**src/rtl/core/cct_pkg.sv**
```systemverilog
// shared types, constants and the latin-1 fold function of the collation compare block
`default_nettype none

package cct_pkg;

  localparam int CODE_W          = 21;
  localparam int OP_W            = 3;
  localparam int VERDICT_W       = 2;
  localparam int EPOCH_W         = 6;
  localparam int TABLE_DEPTH_DEF = 1024;
  localparam int QUEUE_DEPTH_DEF = 4;

  typedef enum logic [OP_W-1:0] {
    OP_DISABLE  = 3'd0,
    OP_IDENTITY = 3'd1,
    OP_PRESET   = 3'd2,
    OP_WRITE    = 3'd3,
    OP_COMPARE  = 3'd4
  } op_t;

  typedef enum logic [VERDICT_W-1:0] {
    VERDICT_CONTINUE = 2'd0,
    VERDICT_LESS     = 2'd1,
    VERDICT_GREATER  = 2'd2,
    VERDICT_END      = 2'd3
  } verdict_t;

  typedef struct packed {
    logic              is_cmp;
    logic              err;
    logic [CODE_W-1:0] wa;
    logic [CODE_W-1:0] wb;
    logic [CODE_W-1:0] a;
    logic [CODE_W-1:0] b;
  } q_entry_t;

  localparam logic [CODE_W-1:0] CH_UPPER_A = CODE_W'(65);
  localparam logic [CODE_W-1:0] CH_UPPER_C = CODE_W'(67);
  localparam logic [CODE_W-1:0] CH_UPPER_E = CODE_W'(69);
  localparam logic [CODE_W-1:0] CH_UPPER_I = CODE_W'(73);
  localparam logic [CODE_W-1:0] CH_UPPER_N = CODE_W'(78);
  localparam logic [CODE_W-1:0] CH_UPPER_O = CODE_W'(79);
  localparam logic [CODE_W-1:0] CH_UPPER_U = CODE_W'(85);
  localparam logic [CODE_W-1:0] CH_UPPER_Y = CODE_W'(89);
  localparam logic [CODE_W-1:0] CH_LOWER_Y = CODE_W'(121);
  localparam logic [CODE_W-1:0] CASE_DELTA = CODE_W'(32);
  localparam logic [CODE_W-1:0] LOWER_LO   = CODE_W'(224);
  localparam logic [CODE_W-1:0] LOWER_HI   = CODE_W'(253);
  localparam logic [CODE_W-1:0] Y_DIAER    = CODE_W'(255);

  function automatic logic [CODE_W-1:0] fold_of(input logic [CODE_W-1:0] code);
    logic [CODE_W-1:0] up;
    logic [CODE_W-1:0] add;
    logic [CODE_W-1:0] res;
    up  = code;
    add = '0;
    if (code >= LOWER_LO && code <= LOWER_HI) begin
      up  = code - CASE_DELTA;
      add = CASE_DELTA;
    end
    if (up >= CODE_W'(192) && up <= CODE_W'(198)) res = CH_UPPER_A + add;
    else if (up == CODE_W'(199)) res = CH_UPPER_C + add;
    else if (up >= CODE_W'(200) && up <= CODE_W'(203)) res = CH_UPPER_E + add;
    else if (up >= CODE_W'(204) && up <= CODE_W'(207)) res = CH_UPPER_I + add;
    else if (up == CODE_W'(209)) res = CH_UPPER_N + add;
    else if (up >= CODE_W'(210) && up <= CODE_W'(214)) res = CH_UPPER_O + add;
    else if (up >= CODE_W'(217) && up <= CODE_W'(220)) res = CH_UPPER_U + add;
    else if (up == CODE_W'(221)) res = CH_UPPER_Y + add;
    else res = code;
    if (code == Y_DIAER) res = CH_LOWER_Y;
    return res;
  endfunction

endpackage

`default_nettype wire

```
**src/rtl/core/cct_queue.sv**
```systemverilog
// short fifo between front and back
`default_nettype none

module cct_queue import cct_pkg::*; #(
  parameter int DEPTH = QUEUE_DEPTH_DEF
) (
  input  wire logic                         clk,
  input  wire logic                         rst,
  input  wire logic                         push,
  input  wire q_entry_t                     push_entry,
  input  wire logic                         pop,
  output logic                              head_valid,
  output q_entry_t                          head,
  output logic [$clog2(DEPTH+1)-1:0]        count
);

  localparam int PTR_W = $clog2(DEPTH);
  localparam int CNT_W = $clog2(DEPTH + 1);

  q_entry_t          slots [DEPTH];
  logic [PTR_W-1:0]  wr_ptr;
  logic [PTR_W-1:0]  rd_ptr;

  assign head_valid = count != '0;
  assign head       = slots[rd_ptr];

  always_ff @(posedge clk) begin
    if (rst) begin
      wr_ptr <= '0;
      rd_ptr <= '0;
      count  <= '0;
    end else begin
      if (push) begin
        wr_ptr <= (wr_ptr == PTR_W'(DEPTH - 1)) ? '0 : wr_ptr + PTR_W'(1);
      end
      if (pop) begin
        rd_ptr <= (rd_ptr == PTR_W'(DEPTH - 1)) ? '0 : rd_ptr + PTR_W'(1);
      end
      if (push && !pop) begin
        count <= count + CNT_W'(1);
      end else if (pop && !push) begin
        count <= count - CNT_W'(1);
      end
    end
  end

  always_ff @(posedge clk) begin
    if (push) begin
      slots[wr_ptr] <= push_entry;
    end
  end

endmodule

`default_nettype wire

```
**config.mk**
```make
export PLATFORM = sky130hd
export DESIGN_NAME = cct_queue
export DESIGN_NICKNAME = d
export VERILOG_FILES = /design/src/rtl/core/cct_pkg.sv /design/src/rtl/core/cct_queue.sv
export SDC_FILE = /design/constraint.sdc
export NUM_CORES = 1
export LEC_CHECK = 0
export BUFFER_PORTS_ARGS = -buffer_cell sky130_fd_sc_hd__buf_2
export CORE_MARGIN = 1.5
export CORE_UTILIZATION = 55
export CTS_CLUSTER_DIAMETER = 50
export DETAILED_ROUTE_END_ITERATION = 16
export PLACE_DENSITY = 0.76
export SLEW_MARGIN = 20
export SYNTH_ARGS = -nofsm -noshare
export SYNTH_HDL_FRONTEND = slang
export SYNTH_SLANG_ARGS = --single-unit
export TNS_END_PERCENT = 5
```
**constraint.sdc**
```tcl
create_clock -name clk -period 11.2 [get_ports clk]
set_clock_uncertainty 0.1 [all_clocks]
set_input_delay 3.36 -clock clk [delete_from_list [all_inputs] [get_ports clk]]
set_output_delay 3.36 -clock clk [all_outputs]
set_load 0.01 [all_outputs]
```
==> impl_metrics.csv <==
group,metric,value,unit
clock_network,clockBufferDepth,3,
clock_network,clk_pin_slew,60,ps
synthesis,syn-instance-count,494,
timing,finalSetupViolCount,0,
setup_path,crit_path_end_kind,"primary output",
setup_path,critPathArrivalTime,3120,ps
layout,layout.nets,794,
clock_network,cts_buffers,36,
timing,rsz0062_at_grt,"no",
synthesis,syn_nets,591,
grt,grt_max_degree,49,
drt,wl_per_cell,22.2,µm
floorplan,die_y,156,µm
timing,setup-tns-final,0,ps
synthesis,synth_top_area_frac,0.802,
setup_path,rr_startpoint,"wr_ptr[0]$_SDFFE_PP0P_",
drt,vias,5815,
layout,area_growth,18.9,%
timing,relSlewSlack,0.386,
drt,drc,0,
synthesis,ys_seq_area_frac,0.816,
grt,antenna_found_initial,2,
floorplan,die_w,156,µm
floorplan,start_util,0.565,
synthesis,ys_seq_elements,353,
drt,drt_wl_total,23000,µm
timing,slew_violations,0,
power_and_ir_drop,p_total,3000,µW
job,maxCapViolations,0,
synthesis,synth_cell_type_count,18,
layout,utilization,0.673,
clock_network,htree_num_levels,2,
drt,firstDrtPassIters,6,
drt,vias_per_cell,5.61,
timing,hold_viol,0,
clock_network,ctsRootBufferMaster,"clkbuf_16",
layout,final_cell_area,15300,µm²
setup_path,worst-setup-path-type,"flop to primary output",
power_and_ir_drop,leakagePower,0.00519,µW
layout,final_common_cell,"edfxtp_1",
timing,timing.hold.ws,433,ps
setup_path,path_max_fanout,44,
floorplan,die-area,24300,µm²
clock_network,clock_latency,490,ps
timing,tightest_slew,921,ps
placed_design,dpl.hpwl,13600,µm
power_and_ir_drop,ir_worst_vdd,0.147,mV
timing,clock.fmax,0.152,GHz
clock_network,cts_sinks,353,
drt,drtIter0Drc,441,
floorplan,core_area,22800,µm²
synthesis,yosysWarnings,0,
clock_network,cts_tree,"yes",
layout,drive_above_1_share,0.455,
run_status,outcome,"finished clean",
synthesis,avgSynthCellArea,26.1,µm²
hold_path,holdCritStartpoint,"count[2]$_SDFFE_PP0P_",
placed_design,numPortBuffers,179,
hold_path,hold_class,"flop to flop",
synthesis,synth_area,12900,µm²
grt,grt_first_pass_wirelength,34800,µm
grt,grt.total_usage,0.194,
grt,grt_pass1_vias,6207,
timing,fin_crit,6580,ps
floorplan,pin_count,180,
synthesis,synth_top_area_cell,"edfxtp_1",
clock_network,postCtsSetupBuffers,0,
layout,final_cell_mix,"edfxtp_1, buf_2, mux4_2",
grt,overflow,0,
clock_network,cts_hold_buf,0,
placed_design,place_congestion,0.738,
timing,timing.final.crit_share,0.588,
synthesis,synthTopCellsByArea,"edfxtp_1, mux4_2, dfxtp_1",
drt,ant_nets,0,
placed_design,post_dp_cell_area,14100,µm²
power_and_ir_drop,power.density,196,nW/µm²
layout,nFillCells,1420,
setup_path,cp.required,7740,ps
setup_path,critPathLaunchType,"flop",
clock_network,cts-resized-gates,0,
floorplan,rows,55,
-- critical path: stages (launching register included) --
cell	delay, ps
dfxtp_4	900
buf_4	830
mux4_2	630
buf_2	160
-- layout make-up --
class	instances	area, µm²	share of cell area
diodes	1	2.50	0.000163
clock buffers	44	962	0.0628
clock inverters	20	300	0.0196
inverters	5	18.8	0.00123
multi-input cells	116	2180	0.143
flip-flops and latches	353	10500	0.687
well taps	313	392	0.0256
repair buffers	185	941	0.0614
-- power by group --
part           switching, µW  internal (µW)
Combinational            117            104
Clock                    471            778
Sequential              25.3           1510
-- final timing paths --
path	slack (ps)	cells past startpoint	end
max	4620	3	head[25]
min	430	2	count[2]$_SDFFE_PP0P_
max reg2reg	8840	3	slots[3][78]$_DFFE_PP_
min reg2reg	430	2	count[2]$_SDFFE_PP0P_
-- sequential cells by signal, summed over array words and instances, names as in the netlist, named ones only --
register and count:
slots 344, rd_ptr 2, count 3, wr_ptr 2
-- layer usage --
metal / up-vias / GRT usage / routed length, µm
met3: 40 / 0.0569 / 1900
met5: - / 0 / 27
met1: 3025 / 0.271 / 9450
met2: 217 / 0.301 / 11200
li1: 2529 / - / -
met4: 4 / 0.0562 / 444
-- logic make-up after synthesis --
group	share of synthesized area
fa+ha+maj	0.00738
simple gates	0.00583
flops	0.816
compound gates	0.00155
buf+inv	0.0152
mux	0.153
xor+xnor	0.00136
-- metrics by stage --
step,instances,setup slack [ps]
global placement,972,5040
global route,1036,4300
finish,1037,4620
floorplan,494,5290
detailed placement,972,4990
CTS,1036,4480
-- synth_stat cells --
master / instances
buf_12: 5
or3_1: 2
mux2i_1: 3
fa_1: 1
nor3b_1: 2
edfxtp_1: 344
buf_6: 1
buf_2: 10
ha_1: 6
clkbuf_1: 4
mux4_2: 86
a21oi_1: 3
inv_1: 5
nor2_1: 6
xor2_1: 2
dfxtp_1: 9
and2_1: 4
o21ai_0: 1
Note: power is estimated with default switching activity, not from simulation.
