## src/rtl/core/cct_pkg.sv

```systemverilog
// shared types, constants and the latin-1 fold function of the collation compare block
`default_nettype none

package cct_pkg;

  localparam int CODE_W          = 21;
  localparam int OP_W            = 3;
  localparam int VERDICT_W       = 2;
  localparam int EPOCH_W         = 6;
  localparam int TABLE_DEPTH_DEF = 1024;
  localparam int QUEUE_DEPTH_DEF = 4;

  typedef enum logic [OP_W-1:0] {
    OP_DISABLE  = 3'd0,
    OP_IDENTITY = 3'd1,
    OP_PRESET   = 3'd2,
    OP_WRITE    = 3'd3,
    OP_COMPARE  = 3'd4
  } op_t;

  typedef enum logic [VERDICT_W-1:0] {
    VERDICT_CONTINUE = 2'd0,
    VERDICT_LESS     = 2'd1,
    VERDICT_GREATER  = 2'd2,
    VERDICT_END      = 2'd3
  } verdict_t;

  typedef struct packed {
    logic              is_cmp;
    logic              err;
    logic [CODE_W-1:0] wa;
    logic [CODE_W-1:0] wb;
    logic [CODE_W-1:0] a;
    logic [CODE_W-1:0] b;
  } q_entry_t;

  localparam logic [CODE_W-1:0] CH_UPPER_A = CODE_W'(65);
  localparam logic [CODE_W-1:0] CH_UPPER_C = CODE_W'(67);
  localparam logic [CODE_W-1:0] CH_UPPER_E = CODE_W'(69);
  localparam logic [CODE_W-1:0] CH_UPPER_I = CODE_W'(73);
  localparam logic [CODE_W-1:0] CH_UPPER_N = CODE_W'(78);
  localparam logic [CODE_W-1:0] CH_UPPER_O = CODE_W'(79);
  localparam logic [CODE_W-1:0] CH_UPPER_U = CODE_W'(85);
  localparam logic [CODE_W-1:0] CH_UPPER_Y = CODE_W'(89);
  localparam logic [CODE_W-1:0] CH_LOWER_Y = CODE_W'(121);
  localparam logic [CODE_W-1:0] CASE_DELTA = CODE_W'(32);
  localparam logic [CODE_W-1:0] LOWER_LO   = CODE_W'(224);
  localparam logic [CODE_W-1:0] LOWER_HI   = CODE_W'(253);
  localparam logic [CODE_W-1:0] Y_DIAER    = CODE_W'(255);

  function automatic logic [CODE_W-1:0] fold_of(input logic [CODE_W-1:0] code);
    logic [CODE_W-1:0] up;
    logic [CODE_W-1:0] add;
    logic [CODE_W-1:0] res;
    up  = code;
    add = '0;
    if (code >= LOWER_LO && code <= LOWER_HI) begin
      up  = code - CASE_DELTA;
      add = CASE_DELTA;
    end
    if (up >= CODE_W'(192) && up <= CODE_W'(198)) res = CH_UPPER_A + add;
    else if (up == CODE_W'(199)) res = CH_UPPER_C + add;
    else if (up >= CODE_W'(200) && up <= CODE_W'(203)) res = CH_UPPER_E + add;
    else if (up >= CODE_W'(204) && up <= CODE_W'(207)) res = CH_UPPER_I + add;
    else if (up == CODE_W'(209)) res = CH_UPPER_N + add;
    else if (up >= CODE_W'(210) && up <= CODE_W'(214)) res = CH_UPPER_O + add;
    else if (up >= CODE_W'(217) && up <= CODE_W'(220)) res = CH_UPPER_U + add;
    else if (up == CODE_W'(221)) res = CH_UPPER_Y + add;
    else res = code;
    if (code == Y_DIAER) res = CH_LOWER_Y;
    return res;
  endfunction

endpackage

`default_nettype wire

```

## src/rtl/core/cct_rsp_if.sv

```systemverilog
// result channel: verdict and range error
`default_nettype none

interface cct_rsp_if import cct_pkg::*; ();
  logic                 valid;
  logic                 ready;
  logic [VERDICT_W-1:0] verdict;
  logic                 range_error;

  modport source(output valid, output verdict, output range_error, input ready);
  modport sink(input valid, input verdict, input range_error, output ready);
endinterface

`default_nettype wire

```

## src/rtl/core/cct_back.sv

```systemverilog
// back end: weight and code compare, result register
`default_nettype none

module cct_back import cct_pkg::*; (
  input  wire logic      clk,
  input  wire logic      rst,
  input  wire logic      head_valid,
  input  wire q_entry_t  head,
  output logic           pop,
  cct_rsp_if.source      res
);

  verdict_t verdict_next;

  always_comb begin
    if (!head.is_cmp)           verdict_next = VERDICT_CONTINUE;
    else if (head.wa < head.wb) verdict_next = VERDICT_LESS;
    else if (head.wa > head.wb) verdict_next = VERDICT_GREATER;
    else if (head.a < head.b)   verdict_next = VERDICT_LESS;
    else if (head.a > head.b)   verdict_next = VERDICT_GREATER;
    else if (head.a == '0)      verdict_next = VERDICT_END;
    else                        verdict_next = VERDICT_CONTINUE;
  end

  assign pop = head_valid && (!res.valid || res.ready);

  always_ff @(posedge clk) begin
    if (rst) begin
      res.valid <= 1'b0;
    end else if (!res.valid || res.ready) begin
      res.valid <= head_valid;
    end
  end

  always_ff @(posedge clk) begin
    if (pop) begin
      res.verdict     <= verdict_next;
      res.range_error <= head.err;
    end
  end

endmodule

`default_nettype wire

```

## src/flat_wrapper.sv

```systemverilog
// flat-port wrapper written by rule: the top's interface ports become plain ports
module cct_back_flat import cct_pkg::*;
  (clk, rst, head_valid, head, pop, res_valid, res_verdict, res_range_error, res_ready);
  cct_rsp_if res_i ();
  input  wire logic clk;
  input  wire logic rst;
  input  wire logic head_valid;
  input  wire q_entry_t head;
  output logic pop;
  output wire logic [$bits(res_i.valid)-1:0] res_valid;
  output wire logic [$bits(res_i.verdict)-1:0] res_verdict;
  output wire logic [$bits(res_i.range_error)-1:0] res_range_error;
  input wire logic [$bits(res_i.ready)-1:0] res_ready;
  assign res_valid = res_i.valid;
  assign res_verdict = res_i.verdict;
  assign res_range_error = res_i.range_error;
  assign res_i.ready = res_ready;
  cct_back u_core (.clk(clk), .rst(rst), .head_valid(head_valid), .head(head), .pop(pop), .res(res_i));
endmodule
```

## config.mk

```make
export PLATFORM = sky130hd
export DESIGN_NAME = cct_back_flat
export DESIGN_NICKNAME = d
export VERILOG_FILES = /design/src/rtl/core/cct_pkg.sv /design/src/rtl/core/cct_rsp_if.sv /design/src/rtl/core/cct_back.sv /design/src/flat_wrapper.sv
export SDC_FILE = /design/constraint.sdc
export NUM_CORES = 1
export LEC_CHECK = 0
export ABC_AREA = 1
export ABC_CLOCK_PERIOD_IN_PS = 2200
export BUFFER_PORTS_ARGS = -buffer_cell sky130_fd_sc_hd__clkbuf_2
export CAP_MARGIN = 0
export CORE_MARGIN = 4
export CORE_UTILIZATION = 30
export CTS_CLUSTER_SIZE = 40
export DETAILED_ROUTE_END_ITERATION = 8
export PLACE_DENSITY = 0.67
export SLEW_MARGIN = 20
export SYNTH_ARGS = -nofsm -noshare
export SYNTH_HDL_FRONTEND = slang
export SYNTH_SLANG_ARGS = --single-unit
```

## constraint.sdc

```tcl
create_clock -name clk -period 2.2 [get_ports clk]
set_clock_uncertainty 0.2 [all_clocks]
set_input_delay 0.44 -clock clk [delete_from_list [all_inputs] [get_ports clk]]
set_output_delay 0.44 -clock clk [all_outputs]
set_load 0.02 [all_outputs]
```

==> out/metrics.yaml, run 1 <==
final_cell_mix: "clkbuf_2 (94), inv_1 (65), nand2_1 (65), ha_1 (42), nor2_1 (25)"
avgSynthCellArea_um2: 6.02
arrival_ns: 1.59
cts_inserted_buffers: 3
finalMaxSlewViolations: 0
overflow: 0
drtIter0Drc: 19
final-setup-viol-count: 0
p_per_area_nw_per_um2: 271
setup_slack_ns: 0.369
stdcell_count: 389
place_congestion: 0.769
fin_total_pwr_mw: 0.548
clk_pin_slew_worst_paths_ns: 0.03
htreeDepth: 1
synth.distinct_cells: 20
antenna_found_initial: 0
ioPinCount: 95
dr.pass1.iters: 4
num_vias: 1635
hold_violations: 0
irDropWorstVdd_mv: 0.114
drt_wl_total_um: 3350
required_ns: 1.96
critPathKind: "input port to flop"
tightest_slew_ns: 0.209
clk_latency_ns: 0.21
grt_max_degree: 4
ys.warnings.count: 0
cts_resized: 0
area_delta_synth_final_pct: 41.0
grt_pass1_wl_um: 5740
leakage_nw: 1.40
drc: 0
crit_path_end_kind: "flop"
track_usage: 0.112
slew-limit-headroom: 0.860
antenna_cells: 0
fmax_ghz: 0.546
dp_cells: 385
synthCells: 238
drive_gt1_frac: 0.303
synth_area_leaders: "ha_1 (37%), inv_1 (17%), nand2_1 (17%), nor2_1 (6.6%), edfxtp_1 (6.3%)"
cts_hold_buf: 0
cts-root-buf: "clkbuf_8"
viasPerCell: 4.20
synth_top_cell_area_share: 0.367
dp_slack_ns: 0.135
post_cts_buffers: 0
cts_tree: "done"
layout.cells.most_common: "clkbuf_2"
buffer_ports.inserted: 94
status: "finished, final reports clean"
setup_tns_ns: 0
post-route-min-period_ns: 1.83
synth.cell_area_um2: 1430
rsz0062_at_grt: "false"
die-height_um: 77.1
rows: 24
fin_nets: 470
die_area_um2: 5950
wire_per_inst_um: 8.61
grt_pass1_vias: 1531
clock_path_buffers: 2
synth.largest_area_cell: "ha_1"
worst_hold_slack_ns: 0.186
ant_nets: 0
core-area_um2: 4470
yosysSeqAreaShare: 0.0769
path_max_fanout: 2
dpl-instance-area_um2: 1980
dpl.hpwl_um: 3270
synth-seq-cells: 4
post-route-util: 0.452
clock-sinks: 4
syn_nets: 370
hold_path.class: "input port to flop"
die_w_um: 77.1
maxCapViolations: 0
cp-start-kind: "input port"
stdcell_area_um2: 2020
finalCritPeriodShare: 0.832
start_util: 0.320
## cell families (layout without fill, tap and decap cells)
| group | Yosys count | in the layout | synth area share |
|---|---|---|---|
| adder cells (fa/ha/maj) | 42 | 42 | 0.367 |
| buffers and inverters | 65 | 164 | 0.170 |
| AND/OR/NAND/NOR | 103 | 103 | 0.293 |
| AO/OA/AOI/OAI | 24 | 24 | 0.0934 |
| flip-flops | 4 | 4 | 0.0769 |
## routing by layer
metal  up-vias  GRT usage  wire [um]
met5         -          0          0
met4         0     0.0374         25
met3         2     0.0187        336
met2        63      0.207       1530
met1       638      0.129       1460
li1        932          -          -
## state kept, by name, summed over array words and instances (netlist names)
register	flops
u_core.res.range_error	1
u_core.res.valid	1
u_core.res.verdict	2
## cell type report
cell class	count	area, um2
timing repair buffer	95	478
fill	477	2450
inverter	65	244
sequential	4	110
clock buffer	4	45.0
tap	52	65.1
multi-input combinational	169	1080
## synthesized netlist by cell type
library cell,n
nand3_2,1
nand4_1,1
nor3_1,1
nand3_1,5
a21oi_2,1
nand2_1,65
o21bai_1,2
nor3_2,1
dfxtp_1,1
and3_1,1
or2_1,2
edfxtp_1,3
ha_1,42
nor2_1,25
o21ai_0,2
nor2_2,1
o21ai_1,1
a21oi_1,16
a21o_1,2
inv_1,65
## path summary, 6_finish.rpt
path / startpoint / end / slack (ns) / depth (start not counted)
worst min register to register: u_core.res.valid$_SDFFE_PP0N_ / u_core.res.valid$_SDFFE_PP0N_ / 0.29 / 2
worst min-delay path: rst / u_core.res.valid$_SDFFE_PP0N_ / 0.19 / 2
worst max-delay path: head[20] / u_core.res.verdict[1]$_SDFFCE_PP0P_ / 0.37 / 10
worst max register to register: u_core.res.valid$_SDFFE_PP0N_ / u_core.res.range_error$_DFFE_PP_ / 1.05 / 2
## critical path: stages
cell and delay (ns):
clkbuf_2 0.07, inv_1 0.03, ha_1 0.28, nand2_1 0.07, nor2_1 0.14, nand2_1 0.10
nor2_2 0.12, nand2_1 0.07, o21ai_0 0.18, a21oi_1 0.08
## power breakdown
part | internal [mW] | leakage [nW] | switching, mW
logic | 0.147 | 1.34 | 0.150
registers | 0.0885 | 0.0379 | 0.00227
clock network | 0.124 | 0.0228 | 0.0376
(Power assumes the default switching activity.)
==> inputs of run 2 (changes only) <==
--- a/config.mk
+++ b/config.mk
@@ -6,14 +6,14 @@
 export NUM_CORES = 1
 export LEC_CHECK = 0
 export ABC_AREA = 1
-export ABC_CLOCK_PERIOD_IN_PS = 2200
+export ABC_CLOCK_PERIOD_IN_PS = 1500
 export BUFFER_PORTS_ARGS = -buffer_cell sky130_fd_sc_hd__clkbuf_2
 export CAP_MARGIN = 0
 export CORE_MARGIN = 4
 export CORE_UTILIZATION = 30
 export CTS_CLUSTER_SIZE = 40
 export DETAILED_ROUTE_END_ITERATION = 8
-export PLACE_DENSITY = 0.67
+export PLACE_DENSITY = 0.69
 export SLEW_MARGIN = 20
 export SYNTH_ARGS = -nofsm -noshare
 export SYNTH_HDL_FRONTEND = slang
==> constraint.sdc (replaced) <==
create_clock -name clk -period 1.5 [get_ports clk]
set_clock_uncertainty 0.2 [all_clocks]
set_input_delay 0.3 -clock clk [delete_from_list [all_inputs] [get_ports clk]]
set_output_delay 0.3 -clock clk [all_outputs]
set_load 0.02 [all_outputs]
==> run 2 against run 1 <==
Compared with the run above:
- the flow now finishes with violations (negative setup slack)
- sequential cell count stayed put
- sequential share of layout area shrank 1.7 points
- largest power group unchanged
- clock power rose by 55%
- largest cell class unchanged
- worst hold slack worse by 0.16 ns
- combinational power increased to 2.6 times the previous value
- non-clock buffer count is 16 higher
- sequential power increased by 46%
- cell area up 44%
==> out/metrics.yaml, run 2 (synthesized netlist as in run 1, its figures left out) <==
status: "complete, but fails checks"
violations: "negative setup slack"
path_max_fanout: 2  # unchanged
cts_inserted_buffers: 3  # unchanged
final-setup-viol-count: 2  # +2
overflow: 0  # unchanged
worst_hold_slack_ns: 0.0304  # -0.155 ns
regMostFlops: "u_core.res.verdict"
area_delta_synth_final_pct: 103
p_per_area_nw_per_um2: 399  # +47%
start_util: 0.320  # unchanged
leakage_nw: 1.54  # +9.8%
antenna_found_initial: 0  # unchanged
cp.depth: 12  # +2
cp-start-kind: "input port"
crit_family: "simple AND/OR/NAND/NOR gates"
slew-limit-headroom: 0.871  # +0.0113
finalCritPeriodShare: 1.06
dpl.hpwl_um: 3620  # +11%
drtIter0Drc: 19  # unchanged
ff2ff_setup_slack_ns: 0.35  # -0.70 ns
drt_wl_total_um: 4160  # +24%
hold_violations: 0  # unchanged
track_usage: 0.134  # +0.0217
die-height_um: 77.1  # unchanged
tightest_slew_ns: 0.193  # -0.0153 ns
clkPwrFrac: 0.215  # -0.079
antenna_cells: 0  # unchanged
rr_endpoint: "u_core.res.range_error$_DFFE_PP_"
layout.cells.most_common: "clkbuf_2"
setup_tns_ns: -0.176  # -0.176 ns
rr_worst_depth: 2  # unchanged
die_w_um: 77.1  # unchanged
arrival_ns: 1.37  # -0.22 ns
combPwrFrac: 0.670  # +0.130
cts-root-buf: "clkbuf_8"
post-route-min-period_ns: 1.59
sw_frac_of_total: 0.380  # +0.0350
grt_pass1_vias: 1830  # +20%
drc: 0  # unchanged
buffer_ports.inserted: 94  # unchanged
crit_slowest_cell: "ha_4"
cp_slowest_stage_delay_ns: 0.20  # -0.08 ns
irDropWorstVdd_mv: 0.213  # +87%
critPathKind: "input port to flop"
required_ns: 1.27  # -0.69 ns
maxCapViolations: 0  # unchanged
grt_max_degree: 4  # unchanged
finalMaxSlewViolations: 0  # unchanged
hold_path.class: "input port to flop"
ant_nets: 0  # unchanged
clock-sinks: 4  # unchanged
setup.worst_path.end: "u_core.res.verdict[1]$_SDFFCE_PP0P_"
ioPinCount: 95  # unchanged
rows: 24  # unchanged
crit_chain: "buf_6 -> inv_4 -> ha_4 -> nand2_2 -> inv_2 -> o21bai_1 -> nand3_1 -> nand2_1 -> nand3_2 -> buf_6 -> nand2_2 -> a21oi_2"
p_int_mw: 0.718  # +100%
core-area_um2: 4470  # unchanged
fmax_ghz: 0.627
cts_hold_buf: 0  # unchanged
largest_register_ff_count: 2  # unchanged
drive_gt1_frac: 0.649  # +0.346
cts_tree: "done"
num_vias: 1786  # +9.2%
wire_per_inst_um: 10.3  # +19%
post-route-util: 0.649  # +0.197
rsz0062_at_grt: "true"
final_cell_mix: "clkbuf_2 (82), nand2_1 (40), ha_4 (35), inv_1 (32), inv_2 (23)"
r2r-start: "u_core.res.valid$_SDFFE_PP0N_"
path_buf_inv: 4  # +2
clk_latency_ns: 0.22  # about the same
htreeDepth: 1  # unchanged
die_area_um2: 5950  # unchanged
setup_slack_ns: -0.0943  # -0.463 ns
crit_path_end_kind: "flop"
top_regs: "u_core.res.verdict: 2 flops, u_core.res.range_error: 1 flops, u_core.res.valid: 1 flops"
dr.pass1.iters: 2  # -2
clk_pin_slew_worst_paths_ns: 0.04  # about the same
fin_nets: 486  # +3.4%
startpoint: "head[44]"
grt_pass1_wl_um: 6850  # +19%
dp_slack_ns: -0.372  # -0.507 ns
fillers: 386  # -19%
clock_path_buffers: 2  # unchanged
seqPwrFrac: 0.114  # -0.052
fin_total_pwr_mw: 1.16  # +110%
switchingPower_mw: 0.441  # +130%
viasPerCell: 4.41  # +4.9%
place_congestion: 0.690  # -10%
-- run 2: stage by stage --
step,cell area (um2),cells
global placement,2540,400
CTS,2630,404
floorplan,1890,238
detailed placement,2540,400
global route,2900,405
finish,2900,405
-- run 2: worst min-delay path by stage --
stage	from	endpoint	slack [ns]	depth (start not counted)
final	rst	u_core.res.valid$_SDFFE_PP0N_	0.03	2
after global routing	rst	u_core.res.valid$_SDFFE_PP0N_	0.03	2
after CTS	rst	u_core.res.valid$_SDFFE_PP0N_	0.03	2
after detailed placement	rst	u_core.res.valid$_SDFFE_PP0N_	0.26	2
after global placement	rst	u_core.res.valid$_SDFFE_PP0N_	0.26	2
after floorplan	rst	u_core.res.valid$_SDFFE_PP0N_	0.17	1
-- run 2: area by class of cell --
cell class | instances | area (um2) | share of cell area
Multi-Input combinational cell | 169 | 1730 | 0.594
Timing Repair Buffer | 111 | 673 | 0.232
Inverter | 65 | 284 | 0.0978
Sequential cell | 4 | 110 | 0.0379
Tap cell | 52 | 65.1 | 0.0224
Clock buffer | 4 | 45.0 | 0.0155
-- run 2: what timing repair did --
item	CTS	global route
pin swaps	13	41
setup endpoints to repair	2	2
setup buffers	0	1
resized for setup	10	61
-- run 2: metal layers --
layer,GRT usage,wire [um],vias to the layer above
met1,0.135,1490,766
met3,0.0258,296,3
li1,-,-,964
met4,0.0374,31,0
met2,0.273,2350,53
met5,0,0,-
-- run 2: power by group through the flow --
stage	clock network (mW)	registers [mW]	logic [mW]
final	0.249	0.133	0.777
after global routing	0.261	0.133	0.884
after CTS	0.254	0.133	0.657
after detailed placement	0	0.134	0.632
after global placement	0	0.134	0.613
after floorplan	0	0.145	0.348
